## config.mk

```make
export PLATFORM = sky130hd
export DESIGN_NAME = i2c_bit_level_master_top
export DESIGN_NICKNAME = d
export VERILOG_FILES = /design/src/i2cm_pkg.sv /design/src/i2c_bit_level_master_top.sv /design/src/i2cm_csr.sv /design/src/i2cm_seq.sv /design/src/i2cm_out_reg.sv
export SDC_FILE = /design/constraint.sdc
export NUM_CORES = 1
export LEC_CHECK = 0
export BUFFER_PORTS_ARGS = -buffer_cell sky130_fd_sc_hd__clkbuf_2
export CORE_MARGIN = 8
export CORE_UTILIZATION = 40
export DETAILED_ROUTE_END_ITERATION = 6
export PLACE_DENSITY_LB_ADDON = 0.25
export SLEW_MARGIN = 5
export SYNTH_ARGS = -nofsm -noshare
export SYNTH_HDL_FRONTEND = slang
export SYNTH_SLANG_ARGS = --single-unit
```

## constraint.sdc

```tcl
create_clock -name clock -period 5.9 [get_ports clock]
set_input_delay 0.885 -clock clock [delete_from_list [all_inputs] [get_ports clock]]
set_output_delay 0.885 -clock clock [all_outputs]
set_load 0.03 [all_outputs]
```

## src/i2cm_pkg.sv

```systemverilog
package i2cm_pkg;

   localparam int DELAY_CFG_W = 16;
   localparam int RETRY_W     = 3;
   localparam int SEG_W       = 5;

   // command codes
   localparam logic [2:0] CMD_NONE  = 3'd0;
   localparam logic [2:0] CMD_START = 3'd1;
   localparam logic [2:0] CMD_WRITE = 3'd2;
   localparam logic [2:0] CMD_READ  = 3'd3;
   localparam logic [2:0] CMD_STOP  = 3'd4;

   // register indexes
   localparam logic CSR_DELAY = 1'b0;
   localparam logic CSR_RETRY = 1'b1;

   localparam logic [DELAY_CFG_W-1:0] DELAY_RESET = 16'd10;
   localparam logic [RETRY_W-1:0]     RETRY_RESET = 3'd3;

   // segments per command
   localparam logic [SEG_W-1:0] SEG_START_TOTAL = 5'd30;
   localparam logic [SEG_W-1:0] SEG_WRITE_TOTAL = 5'd27;
   localparam logic [SEG_W-1:0] SEG_READ_TOTAL  = 5'd28;
   localparam logic [SEG_W-1:0] SEG_STOP_TOTAL  = 5'd2;

   // segment landmarks
   localparam logic [SEG_W-1:0] SEG_START_BITS = 5'd3;
   localparam logic [SEG_W-1:0] SEG_START_ACK  = 5'd27;
   localparam logic [SEG_W-1:0] SEG_START_SMP  = 5'd28;
   localparam logic [SEG_W-1:0] SEG_WRITE_ACK  = 5'd24;
   localparam logic [SEG_W-1:0] SEG_WRITE_SMP  = 5'd25;
   localparam logic [SEG_W-1:0] SEG_READ_ACK   = 5'd25;

   typedef enum logic [4:0] {
      PH_IDLE  = 5'b00001,
      PH_START = 5'b00010,
      PH_WRITE = 5'b00100,
      PH_READ  = 5'b01000,
      PH_STOP  = 5'b10000
   } phase_type;

   typedef struct packed {
      logic scl;
      logic sda;
      logic drive;
   } pins_type;

   typedef struct packed {
      logic [DELAY_CFG_W-1:0] delay_ticks;
      logic [RETRY_W-1:0]     retry_limit;
   } cfg_type;

   typedef struct packed {
      pins_type           pins;
      logic               busy;
      logic               done;
      logic               acked;
      logic [7:0]         read_data;
      logic [RETRY_W-1:0] tries_used;
   } result_type;

   typedef struct packed {
      logic [3:0] quo;
      logic [1:0] rem;
   } div3_type;

   // x/3 for a 5-bit value: (x*11)>>5 is exact below 32
   function automatic div3_type div3(input logic [SEG_W-1:0] x);
      logic [8:0] prod;
      div3_type   r;
      prod  = 9'(x) * 9'd11;
      r.quo = prod[8:5];
      r.rem = 2'(x - 5'(r.quo) * 5'd3);
      return r;
   endfunction

   function automatic pins_type mk_pins(input logic scl, input logic sda, input logic drv);
      pins_type p;
      p.scl   = scl;
      p.sda   = drv & sda;
      p.drive = drv;
      return p;
   endfunction

   function automatic pins_type bit_pins(input logic [1:0] sub, input logic b);
      return mk_pins(sub == 2'd1, b, 1'b1);
   endfunction

   function automatic pins_type ack_pins(input logic [1:0] sub);
      pins_type p;
      if (sub == 2'd2) begin
         p = mk_pins(1'b0, 1'b0, 1'b1);
      end else begin
         p = mk_pins(sub == 2'd1, 1'b0, 1'b0);
      end
      return p;
   endfunction

   function automatic logic [SEG_W-1:0] seg_total(input phase_type ph);
      logic [SEG_W-1:0] t;
      unique case (ph)
         PH_START: t = SEG_START_TOTAL;
         PH_WRITE: t = SEG_WRITE_TOTAL;
         PH_READ:  t = SEG_READ_TOTAL;
         default:  t = SEG_STOP_TOTAL;
      endcase
      return t;
   endfunction

endpackage

```

## src/i2c_bit_level_master_top.sv

```systemverilog
// A word accepted on req appears on rsp in the cycle after it is accepted.
// Throughput: one word per cycle; req_ready drops only while a result is
// held in the output register and rsp_ready is low.
// Reset (synchronous, active high): sequencer idle, pins SCL high with SDA
// driven high, delay_ticks 10, retry_limit 3, output register empty.
module i2c_bit_level_master_top #(
   parameter int DELAY_WIDTH = 16
) (
   input  logic        clock,
   input  logic        reset,
   input  logic        req_valid,
   output logic        req_ready,
   input  logic [2:0]  req_command,
   input  logic [6:0]  req_address,
   input  logic        req_read_not_write,
   input  logic [7:0]  req_write_data,
   input  logic        req_sda_in,
   output logic        rsp_valid,
   input  logic        rsp_ready,
   output logic        rsp_scl_out,
   output logic        rsp_sda_out,
   output logic        rsp_sda_drive,
   output logic        rsp_busy_res,
   output logic        rsp_done_res,
   output logic        rsp_acked,
   output logic [7:0]  rsp_read_data,
   output logic [2:0]  rsp_tries_used,
   input  logic        csr_write_en,
   input  logic        csr_index,
   input  logic [15:0] csr_wdata
);

   i2cm_pkg::cfg_type    cfg;
   i2cm_pkg::result_type seq_result, rsp_word;
   logic                 req_fire;

   assign req_fire = req_valid && req_ready;

   i2cm_csr u_csr (
      .clock        (clock),
      .reset        (reset),
      .csr_write_en (csr_write_en),
      .csr_index    (csr_index),
      .csr_wdata    (csr_wdata),
      .cfg          (cfg)
   );

   i2cm_seq #(
      .DELAY_WIDTH (DELAY_WIDTH)
   ) u_seq (
      .clock          (clock),
      .reset          (reset),
      .step           (req_fire),
      .cfg            (cfg),
      .command        (req_command),
      .address        (req_address),
      .read_not_write (req_read_not_write),
      .write_data     (req_write_data),
      .sda_in         (req_sda_in),
      .result         (seq_result)
   );

   i2cm_out_reg u_out (
      .clock     (clock),
      .reset     (reset),
      .in_fire   (req_fire),
      .in_data   (seq_result),
      .in_ready  (req_ready),
      .out_valid (rsp_valid),
      .out_ready (rsp_ready),
      .out_data  (rsp_word)
   );

   assign rsp_scl_out    = rsp_word.pins.scl;
   assign rsp_sda_out    = rsp_word.pins.sda;
   assign rsp_sda_drive  = rsp_word.pins.drive;
   assign rsp_busy_res   = rsp_word.busy;
   assign rsp_done_res   = rsp_word.done;
   assign rsp_acked      = rsp_word.acked;
   assign rsp_read_data  = rsp_word.read_data;
   assign rsp_tries_used = rsp_word.tries_used;

endmodule

```

## src/i2cm_csr.sv

```systemverilog
module i2cm_csr (
   input  logic                        clock,
   input  logic                        reset,
   input  logic                        csr_write_en,
   input  logic                        csr_index,
   input  logic [i2cm_pkg::DELAY_CFG_W-1:0] csr_wdata,
   output i2cm_pkg::cfg_type           cfg
);

   i2cm_pkg::cfg_type cfg_ff, cfg_in;

   always_comb begin
      cfg_in = cfg_ff;
      if (csr_write_en) begin
         unique case (csr_index)
            i2cm_pkg::CSR_DELAY: cfg_in.delay_ticks = csr_wdata;
            i2cm_pkg::CSR_RETRY: cfg_in.retry_limit = csr_wdata[i2cm_pkg::RETRY_W-1:0];
            default: ;
         endcase
      end
   end

   always_ff @(posedge clock) begin
      if (reset) begin
         cfg_ff.delay_ticks <= i2cm_pkg::DELAY_RESET;
         cfg_ff.retry_limit <= i2cm_pkg::RETRY_RESET;
      end else begin
         cfg_ff <= cfg_in;
      end
   end

   assign cfg = cfg_ff;

endmodule

```

## src/i2cm_seq.sv

```systemverilog
module i2cm_seq #(
   parameter int DELAY_WIDTH = 16
) (
   input  logic                   clock,
   input  logic                   reset,
   input  logic                   step,
   input  i2cm_pkg::cfg_type      cfg,
   input  logic [2:0]             command,
   input  logic [6:0]             address,
   input  logic                   read_not_write,
   input  logic [7:0]             write_data,
   input  logic                   sda_in,
   output i2cm_pkg::result_type   result
);

   localparam int SW = i2cm_pkg::SEG_W;
   localparam int RW = i2cm_pkg::RETRY_W;

   i2cm_pkg::phase_type ph_ff, ph_in, ph_e;
   logic [SW-1:0]          seg_ff, seg_in, seg_e, seg_p1;
   logic [7:0]             sh_ff, sh_in, sh_e;
   logic [DELAY_WIDTH-1:0] dc_ff, dc_in, dc_e;
   logic [RW-1:0]          try_ff, try_in, try_e;
   logic                   ack_ff, ack_in;
   logic [7:0]             rdb_ff, rdb_in;
   i2cm_pkg::pins_type     pins_ff, pins_in, seg_pins;

   logic [31:0]            dt_ext;
   logic [DELAY_WIDTH-1:0] eff_raw, eff;
   logic [RW-1:0]          lim;
   logic                   last_tick, busy, done;
   i2cm_pkg::div3_type     d_s, d_s1, d_s3;

   assign dt_ext  = 32'(cfg.delay_ticks);
   assign eff_raw = dt_ext[DELAY_WIDTH-1:0];
   assign eff     = (eff_raw == '0) ? {{(DELAY_WIDTH-1){1'b0}}, 1'b1} : eff_raw;
   assign lim     = (cfg.retry_limit == '0) ? RW'(1) : cfg.retry_limit;

   // command load, seen in the same tick
   always_comb begin
      ph_e  = ph_ff;
      seg_e = seg_ff;
      dc_e  = dc_ff;
      sh_e  = sh_ff;
      try_e = try_ff;
      if (ph_ff == i2cm_pkg::PH_IDLE) begin
         case (command)
            i2cm_pkg::CMD_START: begin
               ph_e  = i2cm_pkg::PH_START;
               seg_e = '0;
               dc_e  = '0;
               sh_e  = {address, read_not_write};
               try_e = RW'(1);
            end
            i2cm_pkg::CMD_WRITE: begin
               ph_e  = i2cm_pkg::PH_WRITE;
               seg_e = '0;
               dc_e  = '0;
               sh_e  = write_data;
               try_e = RW'(1);
            end
            i2cm_pkg::CMD_READ: begin
               ph_e  = i2cm_pkg::PH_READ;
               seg_e = '0;
               dc_e  = '0;
               sh_e  = '0;
            end
            i2cm_pkg::CMD_STOP: begin
               ph_e  = i2cm_pkg::PH_STOP;
               seg_e = '0;
               dc_e  = '0;
            end
            default: ;
         endcase
      end
   end

   assign d_s  = i2cm_pkg::div3(seg_e);
   assign d_s1 = i2cm_pkg::div3(seg_e - SW'(1));
   assign d_s3 = i2cm_pkg::div3(seg_e - i2cm_pkg::SEG_START_BITS);

   // pin levels of the current segment
   always_comb begin
      unique case (ph_e)
         i2cm_pkg::PH_START: begin
            if (seg_e == SW'(0)) begin
               seg_pins = i2cm_pkg::mk_pins(1'b1, 1'b1, 1'b1);
            end else if (seg_e == SW'(1)) begin
               seg_pins = i2cm_pkg::mk_pins(1'b1, 1'b0, 1'b1);
            end else if (seg_e == SW'(2)) begin
               seg_pins = i2cm_pkg::mk_pins(1'b0, 1'b0, 1'b1);
            end else if (seg_e < i2cm_pkg::SEG_START_ACK) begin
               seg_pins = i2cm_pkg::bit_pins(d_s3.rem, sh_e[3'd7 - d_s3.quo[2:0]]);
            end else begin
               seg_pins = i2cm_pkg::ack_pins(2'(seg_e - i2cm_pkg::SEG_START_ACK));
            end
         end
         i2cm_pkg::PH_WRITE: begin
            if (seg_e < i2cm_pkg::SEG_WRITE_ACK) begin
               seg_pins = i2cm_pkg::bit_pins(d_s.rem, sh_e[3'd7 - d_s.quo[2:0]]);
            end else begin
               seg_pins = i2cm_pkg::ack_pins(2'(seg_e - i2cm_pkg::SEG_WRITE_ACK));
            end
         end
         i2cm_pkg::PH_READ: begin
            if (seg_e == SW'(0)) begin
               seg_pins = i2cm_pkg::mk_pins(1'b0, 1'b0, 1'b0);
            end else if (seg_e < i2cm_pkg::SEG_READ_ACK) begin
               seg_pins = i2cm_pkg::mk_pins(d_s1.rem == 2'd1, 1'b0, 1'b0);
            end else begin
               seg_pins = i2cm_pkg::bit_pins(2'(seg_e - i2cm_pkg::SEG_READ_ACK), 1'b0);
            end
         end
         i2cm_pkg::PH_STOP: begin
            seg_pins = (seg_e == SW'(0)) ? i2cm_pkg::mk_pins(1'b0, 1'b0, 1'b1)
                                         : i2cm_pkg::mk_pins(1'b1, 1'b0, 1'b1);
         end
         default: seg_pins = pins_ff;
      endcase
   end

   assign last_tick = ({1'b0, dc_e} + (DELAY_WIDTH+1)'(1)) >= {1'b0, eff};
   assign seg_p1    = seg_e + SW'(1);

   always_comb begin
      ph_in   = ph_e;
      seg_in  = seg_e;
      dc_in   = dc_e;
      sh_in   = sh_e;
      try_in  = try_e;
      ack_in  = ack_ff;
      rdb_in  = rdb_ff;
      pins_in = pins_ff;
      busy    = 1'b0;
      done    = 1'b0;
      if (ph_e != i2cm_pkg::PH_IDLE) begin
         busy    = 1'b1;
         pins_in = seg_pins;
         // read bit: first tick of each scl-high segment
         if (ph_e == i2cm_pkg::PH_READ && seg_e >= SW'(1) &&
             seg_e < i2cm_pkg::SEG_READ_ACK && d_s1.rem == 2'd1 && dc_e == '0 && sda_in) begin
            sh_in[3'd7 - d_s1.quo[2:0]] = 1'b1;
         end
         // ack: last tick of the scl-high ack segment
         if (last_tick &&
             ((ph_e == i2cm_pkg::PH_START && seg_e == i2cm_pkg::SEG_START_SMP) ||
              (ph_e == i2cm_pkg::PH_WRITE && seg_e == i2cm_pkg::SEG_WRITE_SMP))) begin
            ack_in = ~sda_in;
         end
         if (last_tick) begin
            dc_in = '0;
            if (seg_p1 >= i2cm_pkg::seg_total(ph_e)) begin
               seg_in = '0;
               if ((ph_e == i2cm_pkg::PH_START || ph_e == i2cm_pkg::PH_WRITE) &&
                   !ack_in && try_e < lim) begin
                  try_in = try_e + RW'(1);
               end else begin
                  done = 1'b1;
                  if (ph_e == i2cm_pkg::PH_READ) begin
                     rdb_in = sh_in;
                  end
                  if (ph_e == i2cm_pkg::PH_STOP) begin
                     pins_in = i2cm_pkg::mk_pins(1'b1, 1'b1, 1'b1);
                  end
                  ph_in = i2cm_pkg::PH_IDLE;
               end
            end else begin
               seg_in = seg_p1;
            end
         end else begin
            dc_in = dc_e + DELAY_WIDTH'(1);
         end
      end
   end

   always_ff @(posedge clock) begin
      if (reset) begin
         ph_ff   <= i2cm_pkg::PH_IDLE;
         seg_ff  <= '0;
         dc_ff   <= '0;
         sh_ff   <= '0;
         try_ff  <= '0;
         ack_ff  <= 1'b0;
         rdb_ff  <= '0;
         pins_ff <= i2cm_pkg::mk_pins(1'b1, 1'b1, 1'b1);
      end else if (step) begin
         ph_ff   <= ph_in;
         seg_ff  <= seg_in;
         dc_ff   <= dc_in;
         sh_ff   <= sh_in;
         try_ff  <= try_in;
         ack_ff  <= ack_in;
         rdb_ff  <= rdb_in;
         pins_ff <= pins_in;
      end
   end

   always_comb begin
      result.pins       = pins_in;
      result.busy       = busy;
      result.done       = done;
      result.acked      = ack_in;
      result.read_data  = rdb_in;
      result.tries_used = try_in;
   end

endmodule

```

## src/i2cm_out_reg.sv

```systemverilog
module i2cm_out_reg (
   input  logic                 clock,
   input  logic                 reset,
   input  logic                 in_fire,
   input  i2cm_pkg::result_type in_data,
   output logic                 in_ready,
   output logic                 out_valid,
   input  logic                 out_ready,
   output i2cm_pkg::result_type out_data
);

   logic                 valid_ff, valid_in;
   i2cm_pkg::result_type data_ff;

   // a held word can leave in the same cycle a new one lands
   assign in_ready = !valid_ff || out_ready;
   assign valid_in = in_fire || (valid_ff && !out_ready);

   always_ff @(posedge clock) begin
      if (reset) begin
         valid_ff <= 1'b0;
      end else begin
         valid_ff <= valid_in;
      end
   end

   always_ff @(posedge clock) begin
      if (in_fire) begin
         data_ff <= in_data;
      end
   end

   assign out_valid = valid_ff;
   assign out_data  = data_ff;

endmodule

```

==> qor.csv, run 1 <==
metric;value;unit
startpoint types;flip-flop;
Ports;61;
Syn Inst Count;777;
diodes inserted;0;
post-synth top area share;0.213;
fillers;1587;
Setup TNS;0;ns
Post-synth EDFFs;17;
RD Place Congestion;0.881;
Fin. Hold Viols;0;
wire per inst;16.0;um
worst vdd rail ir drop;140;uV
vias in the first global route;5386;
Syn-to-layout area delta;17.3;%
Netlist cell types;69;
status;finished clean;
dpl hpwl;13.2;mm
core box area;0.0159;mm^2
skew final;0.00994;ns
Slew @ Worst Pin;1.17;ns
leakage power;0.00328;uW
Hold WS;0.474;ns
total grt overflow;0;
Seq/Total Area, Yosys;0.292;
vias;5825;
# setup viols final;0;
Die ar.;0.0205;mm^2
share of layout cells above drive strength 1;0.182;
hold crit path type;flip-flop to flip-flop;
CTS tree;yes;
height of the die;143;um
post-route minimum period;5.57;ns
initial antenna violation count;0;
H-tree depth;3;
most frequent cells in the layout;nand2_1 (92), ha_1 (72), dfxtp_1 (69), nor2_1 (62);
NumNets Final;976;
CP Data Required Time;6.12;ns
DRT Pass-1 Iters;4;
FP Rows;46;
Inst Count DP;1062;
top post-synthesis cells by area;dfxtp_1 (21%), ha_1 (14%), edfxtp_1 (7.9%);
crit path capture type;flip-flop;
largest net degree at the start of global routing;55;
Slew headroom;0.219;
Clk Latency, worst-skew pair;0.35;ns
clock-pin transition on the worst setup and hold timing paths;0.06;ns
Global Route Usage Sum;0.170;
Syn Area/Cell;8.34;um^2
period utilisation layout;0.945;
power density cells;197;mW/mm^2
WS Path Type;flip-flop to flip-flop;
Synth area leader;dfxtp_1;
Arrival @ worst endpoint;5.79;ns
final cell count without fillers;1080;
max_cap viols;0;
CTS Buf Count;9;
DRT iter0 DRCs;403;
maximum clock path buffer count;2;
max-slew violation count;0;
total wire length;17.3;mm
DIE WIDTH;143;um
Fmax;179;MHz
Post-Syn Area;0.00648;mm^2
Net Count, Synth;894;
Yosys warnings;0;
number of remaining DRC errors;0;
clock root cell;clkbuf_16;
register bit total from synthesis;86;
Async SR Flop Fraction;0;
global-route wire length before repair;27.8;mm
TritonCTS Sinks;86;
starting density of the core;0.408;
ys flop type;dfxtp_1;
drt via density;5.39;
commonest non-fill, non-tap cell in the layout;nand2_1;
input/output buffers;60;
largest fanout on the critical path;8;
Final ANT Viol Nets;0;
[kinds of logic (layout without fill, tap and decap cells)]
kind of cell    count (synthesis)  in the layout  share of synthesized area
flops                          86             86                      0.292
xor+xnor                       45             45                     0.0630
mux                            25             25                     0.0440
compound gates                168            168                      0.179
fa+ha+maj                      75             75                      0.148
buf+inv                        87            174                     0.0535
simple gates                  291            291                      0.220
[area by class of cell]
cell class                      instances  area, um^2  share of cell area
Timing Repair Buffer                  106         658              0.0866
Clock inverter                          6        61.3             0.00807
Inverter                               52         195              0.0257
Tap cell                              216         270              0.0356
Clock buffer                           10         229              0.0301
Sequential cell                        86        1890               0.249
Multi-Input combinational cell        604        4300               0.565
[stage by stage]
stage / setup WS, ns / instance area, um^2 / utilization / power (uW)
3_3_place_gp: 0.113 / 7270 / 0.458 / 930
4_1_cts: 0.250 / 7560 / 0.476 / 1500
3_5_place_dp: -0.0584 / 7270 / 0.458 / 931
2_1_floorplan: 0.00622 / 6500 / - / 837
6_report: 0.326 / 7600 / 0.478 / 1500
5_1_grt: -0.0107 / 7600 / 0.478 / 1560
[state kept, by name (all words and copies together) (netlist names), 3 cells and up]
register,flops
u_csr.cfg,19
u_out.out_data,17
u_seq.dc_ff,16
u_seq.rdb_ff,8
u_seq.sh_ff,8
u_seq.ph_ff,5
u_seq.seg_ff,5
u_seq.pins_ff,3
u_seq.try_ff,3
[path summary, 6_finish.rpt]
path                  endpoint  slack [ns]            from  cells past startpoint
min reg2reg       u_csr.cfg[3]        0.47    u_csr.cfg[3]                      2
max          u_out.out_data[4]        0.33  u_seq.ph_ff[3]                     18
max reg2reg  u_out.out_data[4]        0.33  u_seq.ph_ff[3]                     18
min               u_csr.cfg[3]        0.47    u_csr.cfg[3]                      2
[synth_stat cells, drive strengths merged (3+ instances only)]
cell type / count
nand2: 92
ha: 72
dfxtp: 69
nor2: 62
a21oi: 60
inv: 52
nand3: 33
clkbuf: 30
o21ai: 29
xnor2: 29
nor3: 27
mux2i: 18
edfxtp: 17
xor2: 15
nor4: 14
nand4: 9
a211oi: 8
a22o: 8
o21a: 8
o31ai: 8
a22oi: 7
nand2b: 7
nor2b: 7
a41oi: 6
a21o: 5
and2: 5
and3: 5
buf: 5
mux2: 5
or3: 5
and4: 4
o41ai: 4
or2: 4
a31oi: 3
fa: 3
nand3b: 3
nand4b: 3
nor4b: 3
o211ai: 3
o2bb2ai: 3
o31a: 3
[layer usage]
layer  vias up  share of wire  global-route usage
li1       2957              -                   -
met1      2711           0.50               0.241
met2       133           0.43               0.257
met3        24          0.052              0.0257
met4         0          0.017              0.0570
met5         -              0                   0
[worst max-delay path, stage by stage, from the launching register on]
cell and delay [ns]:
dfxtp_1 0.38, or3b_1 0.51, o41ai_4 0.48, buf_4 0.19
inv_1 0.07, ha_1 0.40, ha_1 0.31, inv_1 0.05
fa_1 0.49, inv_1 0.05, ha_1 0.31, a21oi_1 0.27
xnor2_1 0.19, ha_1 0.27, nor4_1 0.32, nand4_1 0.20
or3_1 0.43, o31ai_2 0.33, mux2_2 0.21
[where the power goes]
part / internal (uW) / leakage, uW / switching, uW
logic: 104 / 0.00241 / 182
clock network: 328 / 0.000143 / 247
registers: 625 / 0.000730 / 13.3
[timing repair]
| action | CTS | global route |
|---|---|---|
| gates resized for setup | 0 | 6 |
| hold buffers | 0 | 0 |
| buffers inserted | 0 | 2 |
| endpoints found under the setup margin | 0 | 19 |
(Power assumes the default switching activity.)
==> run 2: changes to the inputs <==
--- a/config.mk
+++ b/config.mk
@@ -5,6 +5,7 @@
 export SDC_FILE = /design/constraint.sdc
 export NUM_CORES = 1
 export LEC_CHECK = 0
+export ABC_AREA = 1
 export BUFFER_PORTS_ARGS = -buffer_cell sky130_fd_sc_hd__clkbuf_2
 export CORE_MARGIN = 8
 export CORE_UTILIZATION = 40
==> run 2 against run 1 <==
Compared with the run above:
- sequential power increased by 6.3%
- largest cell class unchanged
- via count increased by 12%
- clock skew about the same
- synthesized area increased by 7.5%
- worst setup slack improved by 0.21 ns
- power increased by 58%
- core utilization decreased by 2.4 points
- critical path type is now input pin to flip-flop
- clock power increased by 2%
- die area increased by 6.6%
- sequential cell count unchanged
==> qor.csv, run 2 <==
metric;value;unit;change
CP Buf/Inv Count;6;;was 4
Setup TNS;0;ns;unchanged
CTS tree;yes;;unchanged
Die ar.;0.0219;mm^2;was 0.0205 mm^2
met3 routed WL;966;um;was 896 um
reg2reg start;u_seq.ph_ff[0];;was u_seq.ph_ff[3]
final setup margin;0.533;ns;was 0.326 ns
DRT Pass-1 Iters;5;;was 4
hold depth;2;;unchanged
largest net degree at the start of global routing;47;;was 55
max-slew violation count;0;;unchanged
largest fanout on the critical path;10;;was 8
initial antenna violation count;0;;unchanged
total wire length;17.8;mm;was 17.3 mm
Hold Path Sink;u_seq.sh_ff[1];;was u_csr.cfg[3]
Synth top cells by count;nand2_1 (264), inv_1 (136), nand3_1 (85), ha_1 (72), nor2_1 (70);;was nand2_1 (92), ha_1 (72), dfxtp_1 (69), nor2_1 (62), a21oi_1 (60)
hold crit path type;flip-flop to flip-flop;;unchanged
Synth area leader;dfxtp_1;;unchanged
clock root cell;clkbuf_16;;unchanged
Register Area;0.00189;mm^2;unchanged
Seq/Total Area, Yosys;0.272;;was 0.292
# setup viols final;0;;unchanged
CTS Buf Count;9;;unchanged
Yosys warnings;0;;unchanged
most frequent cells in the layout;nand2_1 (264), inv_1 (136), nand3_1 (85), ha_1 (72), nor2_1 (70);;was nand2_1 (92), ha_1 (72), dfxtp_1 (69), nor2_1 (62)
Clk Latency, worst-skew pair;0.35;ns;about the same
register bit total from synthesis;86;;unchanged
period utilisation layout;0.910;;was 0.945
cell with the most instances after synthesis;nand2_1;;unchanged
area of the multi-input gates;0.00435;mm^2;was 0.00430 mm^2
DR top layer;met4;;unchanged
startpoint types;input pin;;was flip-flop
worst reg2reg path depth;31;;was 18
vias;6521;;was 5825
max reg flops;19;;unchanged
H-tree depth;3;;unchanged
skew final;0.0102;ns;was 0.00994 ns
Post-synth EDFFs;17;;unchanged
core box area;0.0172;mm^2;was 0.0159 mm^2
input/output buffers;60;;unchanged
Fmax;186;MHz;was 179 MHz
NumNets Final;1186;;was 976
height of the die;148;um;was 143 um
# Post-CTS Setup Buffers;0;;unchanged
power density cells;304;mW/mm^2;was 197 mW/mm^2
max_cap viols;0;;unchanged
DIE WIDTH;148;um;was 143 um
Arrival @ worst endpoint;5.47;ns;was 5.79 ns
Global Route Usage Sum;0.162;;was 0.170
vias in the first global route;5949;;was 5386
leakage power;0.00396;uW;was 0.00328 uW
Slew headroom;0.232;;was 0.219
Net Count, Synth;1128;;was 894
Syn Inst Count;1011;;was 777
ys flop type;dfxtp_1;;unchanged
WS Path Type;input pin to flip-flop;;was flip-flop to flip-flop
final instance area;0.00781;mm^2;was 0.00760 mm^2
Slew @ Worst Pin;1.15;ns;was 1.17 ns
CP dominant cell by count;nand2_1;;was ha_1
Syn-to-layout area delta;12.3;%;was 17.3%
Post-DP Area;0.00750;mm^2;was 0.00727 mm^2
Slowest cell on crit path;fa_1;;was or3b_1
FP Rows;48;;was 46
Final ANT Viol Nets;0;;unchanged
RD Place Congestion;0.884;;was 0.881
worst vdd rail ir drop;136;uV;was 140 uV
Fin. Hold Viols;0;;unchanged
TritonCTS Sinks;86;;unchanged
clock-pin transition on the worst setup and hold timing paths;0.06;ns;about the same
fillers;1814;;was 1587
post-route minimum period;5.37;ns;was 5.57 ns
maximum clock path buffer count;2;;unchanged
starting density of the core;0.405;;was 0.408
number of remaining DRC errors;0;;unchanged
DRT iter0 DRCs;495;;was 403
Setup WS pre-CTS;0.140;ns;was -0.0584 ns
met1 WL;8.85;mm;was 8.60 mm
r2r endpoint;u_out.out_data[5];;was u_out.out_data[4]
R2R Setup Slk;0.67;ns;was 0.33 ns
Async SR Flop Fraction;0;;unchanged
Netlist cell types;52;;was 69
crit path capture type;flip-flop;;unchanged
drt via density;5.02;;was 5.39
post-synth top area share;0.198;;was 0.213
diodes inserted;0;;unchanged
dpl hpwl;13.7;mm;was 13.2 mm
total grt overflow;0;;unchanged
met2 wire len;7.86;mm;was 7.48 mm
hold_sp;u_seq.sh_ff[1];;was u_csr.cfg[3]
CP peak stage delay;0.47;ns;was 0.51 ns
top post-synthesis cells by area;dfxtp_1 (20%), nand2_1 (14%), ha_1 (13%);;was dfxtp_1 (21%), ha_1 (14%), edfxtp_1 (7.9%)
share of layout cells above drive strength 1;0.134;;was 0.182
Syn Area/Cell;6.88;um^2;was 8.34 um^2
wire per inst;13.7;um;was 16.0 um
Ports;61;;unchanged
status;finished clean;;unchanged
Core Util, Final;0.455;;was 0.478
commonest non-fill, non-tap cell in the layout;nand2_1;;unchanged
Post-Syn Area;0.00696;mm^2;was 0.00648 mm^2
global-route wire length before repair;29.4;mm;was 27.8 mm
CP Data Required Time;6.00;ns;was 6.12 ns
RSZ-0062 raised after global routing;false;;
Crit path max-delay family;simple AND/OR/NAND/NOR gates;;was adder cells
==> run 2: changes by cell type after synthesis, moves of 19 or more <==
cell     previous run  this run
xnor2_1            29         9
inv_1              51       136
nor3_1             27         8
o21ai_0            29        53
nand3_1            33        85
nand2_1            92       264
==> run 2: cell type report <==
type / instances / area share
multi-input cells: 750 / 0.557
flip-flops and latches: 86 / 0.242
inverters: 146 / 0.0714
repair buffers: 76 / 0.0538
well taps: 225 / 0.0360
clock buffers: 11 / 0.0338
clock inverters: 5 / 0.00576
==> run 2: cell families after synthesis <==
logic type / count (synthesis) / synth area share
buf+inv: 175 / 0.103
flops: 86 / 0.272
fa+ha+maj: 75 / 0.138
simple gates: 512 / 0.346
compound gates: 142 / 0.114
xor+xnor: 21 / 0.0264
==> run 2: per-stage QoR <==
step | hold WS (ns) | power, uW | instances
after detailed placement | 0.459 | 1790 | 1283
final | 0.469 | 2370 | 1299
after floorplan | 0.437 | 1510 | 1011
after global placement | 0.455 | 1780 | 1283
after global routing | 0.477 | 2570 | 1299
after CTS | 0.468 | 2390 | 1299
==> run 2: worst max path at each step <==
| stage | depth (start not counted) | slack, ns | start | to |
|---|---|---|---|---|
| 2_1_floorplan | 33 | 0.38 | req_command[1] | u_out.out_data[10] |
| 3_3_place_gp | 31 | 0.23 | req_command[0] | u_out.out_data[3] |
| 3_5_place_dp | 33 | 0.14 | req_command[0] | u_seq.rdb_ff[0] |
| 4_1_cts | 33 | 0.48 | req_command[0] | u_seq.rdb_ff[0] |
| 5_1_grt | 36 | 0.0006 | req_command[1] | u_seq.rdb_ff[2] |
| 6_report | 30 | 0.53 | req_command[0] | u_out.out_data[5] |
==> run 2: report_power, final <==
part,total [uW],internal [uW],leakage [uW],switching (uW)
logic,1110,395,0.00307,710
registers,678,649,0.000736,29.2
clock network,589,330,0.000150,259
total,2370,1370,0.00396,999
==> run 2: repair_timing <==
action,CTS,global route
resized for setup,0,1
hold buffers,0,0
setup endpoints to repair,0,16
==> run 2: worst register-to-register path, delay by kind of cell (launching register included) <==
kind                       cells  cell delay (ns)
AOI/OAI and AO/OA              3             0.56
DFF                            1             0.46
adders and majority gates      5             1.43
xor gates and xnor gates       2             0.26
and+or+nand+nor               15             1.77
buffers and inverters          6             0.50
==> run 2: routing by layer <==
| metal | up-vias | GRT usage |
|---|---|---|
| li1 | 3436 | - |
| met1 | 2932 | 0.227 |
| met2 | 142 | 0.257 |
| met3 | 11 | 0.0260 |
| met4 | 0 | 0.0357 |
| met5 | - | 0 |
==> run 3: changes to the inputs <==
--- a/config.mk
+++ b/config.mk
@@ -8,7 +8,7 @@
 export ABC_AREA = 1
 export BUFFER_PORTS_ARGS = -buffer_cell sky130_fd_sc_hd__clkbuf_2
 export CORE_MARGIN = 8
-export CORE_UTILIZATION = 40
+export CORE_UTILIZATION = 45
 export DETAILED_ROUTE_END_ITERATION = 6
 export PLACE_DENSITY_LB_ADDON = 0.25
 export SLEW_MARGIN = 5
==> run 3 against run 2 <==
Compared with the run above:
- worst setup slack got worse by 0.048 ns
- sequential share of layout area up 0.17 points
- register-to-register slack worse by 0.02 ns
- sequential power barely moved
- clock power fell by 7.1%
- worst hold slack worse by 0.0018 ns
- clock skew fell by 0.0026 ns
- final cell count is 2.7% lower
- critical path type unchanged
- largest cell class unchanged
- largest power group unchanged
==> qor.csv, run 3 (synthesized netlist as in run 2, its figures left out) <==
metric;value;unit;change
clock root cell;clkbuf_16;;unchanged
max_cap viols;0;;unchanged
share of layout cells above drive strength 1;0.136;;was 0.134
# Post-CTS Setup Buffers;0;;unchanged
vias in the first global route;6273;;was 5949
total power;2370;uW;about the same
CTS tree;yes;;unchanged
diodes inserted;0;;unchanged
CTS Buf Count;9;;unchanged
Core Util, Final;0.512;;was 0.455
Ports;61;;unchanged
Slowest cell on crit path;fa_1;;unchanged
number of remaining DRC errors;0;;unchanged
leakage power;0.00396;uW;about the same
Inst Count DP;1248;;was 1283
Crit path max-delay family;simple AND/OR/NAND/NOR gates;;unchanged
clock-pin transition on the worst setup and hold timing paths;0.07;ns;was 0.06 ns
final cell count without fillers;1264;;was 1299
drt via density;5.18;;was 5.02
largest net degree at the start of global routing;50;;was 47
total wire length;17.5;mm;was 17.8 mm
CP peak stage delay;0.51;ns;was 0.47 ns
Setup TNS;0;ns;unchanged
skew final;0.00757;ns;was 0.0102 ns
max reg flops;19;;unchanged
CP Data Required Time;6.20;ns;was 6.00 ns
post-route minimum period;5.42;ns;was 5.37 ns
DIE WIDTH;140;um;was 148 um
RD Place Congestion;0.910;;was 0.884
status;finished clean;;unchanged
CP Buf/Inv Count;9;;was 6
maximum clock path buffer count;2;;unchanged
post-cts hold buffer count;0;;unchanged
largest fanout on the critical path;8;;was 10
FP Rows;45;;was 48
commonest non-fill, non-tap cell in the layout;nand2_1;;unchanged
Global Route Usage Sum;0.182;;was 0.162
period utilisation layout;0.918;;was 0.910
switching power;1020;uW;was 999 uW
DRT iter0 DRCs;344;;was 495
Final ANT Viol Nets;0;;unchanged
Fmax;185;MHz;was 186 MHz
power density cells;305;mW/mm^2;was 304 mW/mm^2
Syn-to-layout area delta;11.5;%;was 12.3%
Arrival @ worst endpoint;5.72;ns;was 5.47 ns
Fin. Hold Viols;0;;unchanged
# setup viols final;0;;unchanged
total grt overflow;0;;unchanged
Slew headroom;0.261;;was 0.232
global-route wire length before repair;29.8;mm;was 29.4 mm
dpl hpwl;13.6;mm;was 13.7 mm
TritonCTS Sinks;86;;unchanged
worst vdd rail ir drop;147;uV;was 136 uV
core box area;0.0151;mm^2;was 0.0172 mm^2
height of the die;140;um;was 148 um
most frequent cells in the layout;nand2_1 (264), inv_1 (136), nand3_1 (85), ha_1 (72), nor2_1 (70);;unchanged
starting density of the core;0.460;;was 0.405
P_int;1350;uW;was 1370 uW
RSZ-0062 raised after global routing;false;;unchanged
vias;6544;;was 6521
Clk Latency, worst-skew pair;0.35;ns;about the same
crit path capture type;flip-flop;;unchanged
power share of the combinational group;0.484;;was 0.466
hold crit path type;flip-flop to flip-flop;;unchanged
wire per inst;13.9;um;was 13.7 um
input/output buffers;60;;unchanged
Clock power frac;0.231;;was 0.248
Hold WS;0.468;ns;was 0.469 ns
Die ar.;0.0197;mm^2;was 0.0219 mm^2
CP dominant cell by count;nand2_1;;unchanged
WS Path Type;input pin to flip-flop;;unchanged
Slew @ Worst Pin;1.11;ns;was 1.15 ns
DRT Pass-1 Iters;5;;unchanged
H-tree depth;3;;unchanged
switching share of power;0.430;;was 0.421
Sequential Power Share;0.286;;about the same
max-slew violation count;0;;unchanged
initial antenna violation count;0;;unchanged
NumNets Final;1188;;was 1186
startpoint types;input pin;;unchanged
## run 3: tightest hold or removal path: stages, from the launching register on
cell,delay (ns)
dfxtp_1,0.31
nand2_1,0.06
a21oi_1,0.05
## run 3: path summary, 6_finish.rpt
kind,start,end,slack [ns],depth (start not counted)
worst min register to register,u_seq.sh_ff[7],u_seq.sh_ff[7],0.47,2
worst max-delay path,req_command[1],u_seq.rdb_ff[0],0.48,35
worst min-delay path,u_seq.sh_ff[7],u_seq.sh_ff[7],0.47,2
worst max register to register,u_seq.ph_ff[0],u_seq.rdb_ff[0],0.65,33
## run 3: per-layer routing
metal | global-route usage | vias to the layer above | wire length [um]
met5 | 0 | - | 0
met4 | 0.0640 | 0 | 393
met3 | 0.0384 | 29 | 955
met2 | 0.305 | 156 | 8110
met1 | 0.226 | 2916 | 8060
li1 | - | 3443 | -
## run 3: what timing repair did
| action | 4_1_cts | 5_1_grt |
|---|---|---|
| gates resized for setup | 0 | 1 |
| hold endpoints to repair | 0 | 0 |
| setup endpoints to repair | 0 | 1 |
## run 3: final cells by class
class	instances	area, um^2
Fill cell	1502	7390
Multi-Input combinational cell	750	4360
Sequential cell	86	1890
Inverter	146	558
Timing Repair Buffer	78	435
Tap cell	188	235
Clock buffer	9	225
Clock inverter	7	55.1
## run 3: power by group through the flow
stage	combinational [uW]	clock (uW)	sequential (uW)
after floorplan	806	0	707
after global placement	1130	0	689
after detailed placement	1140	0	690
after CTS	1150	561	677
after global routing	1310	582	683
final	1150	547	677
## run 3: through the flow
stage	worst slack (ns)	instance area, um^2
4_1_cts	0.480	7750
6_report	0.485	7760
5_1_grt	0.00930	7760
3_5_place_dp	0.138	7470
2_1_floorplan	0.377	6960
3_3_place_gp	0.227	7470
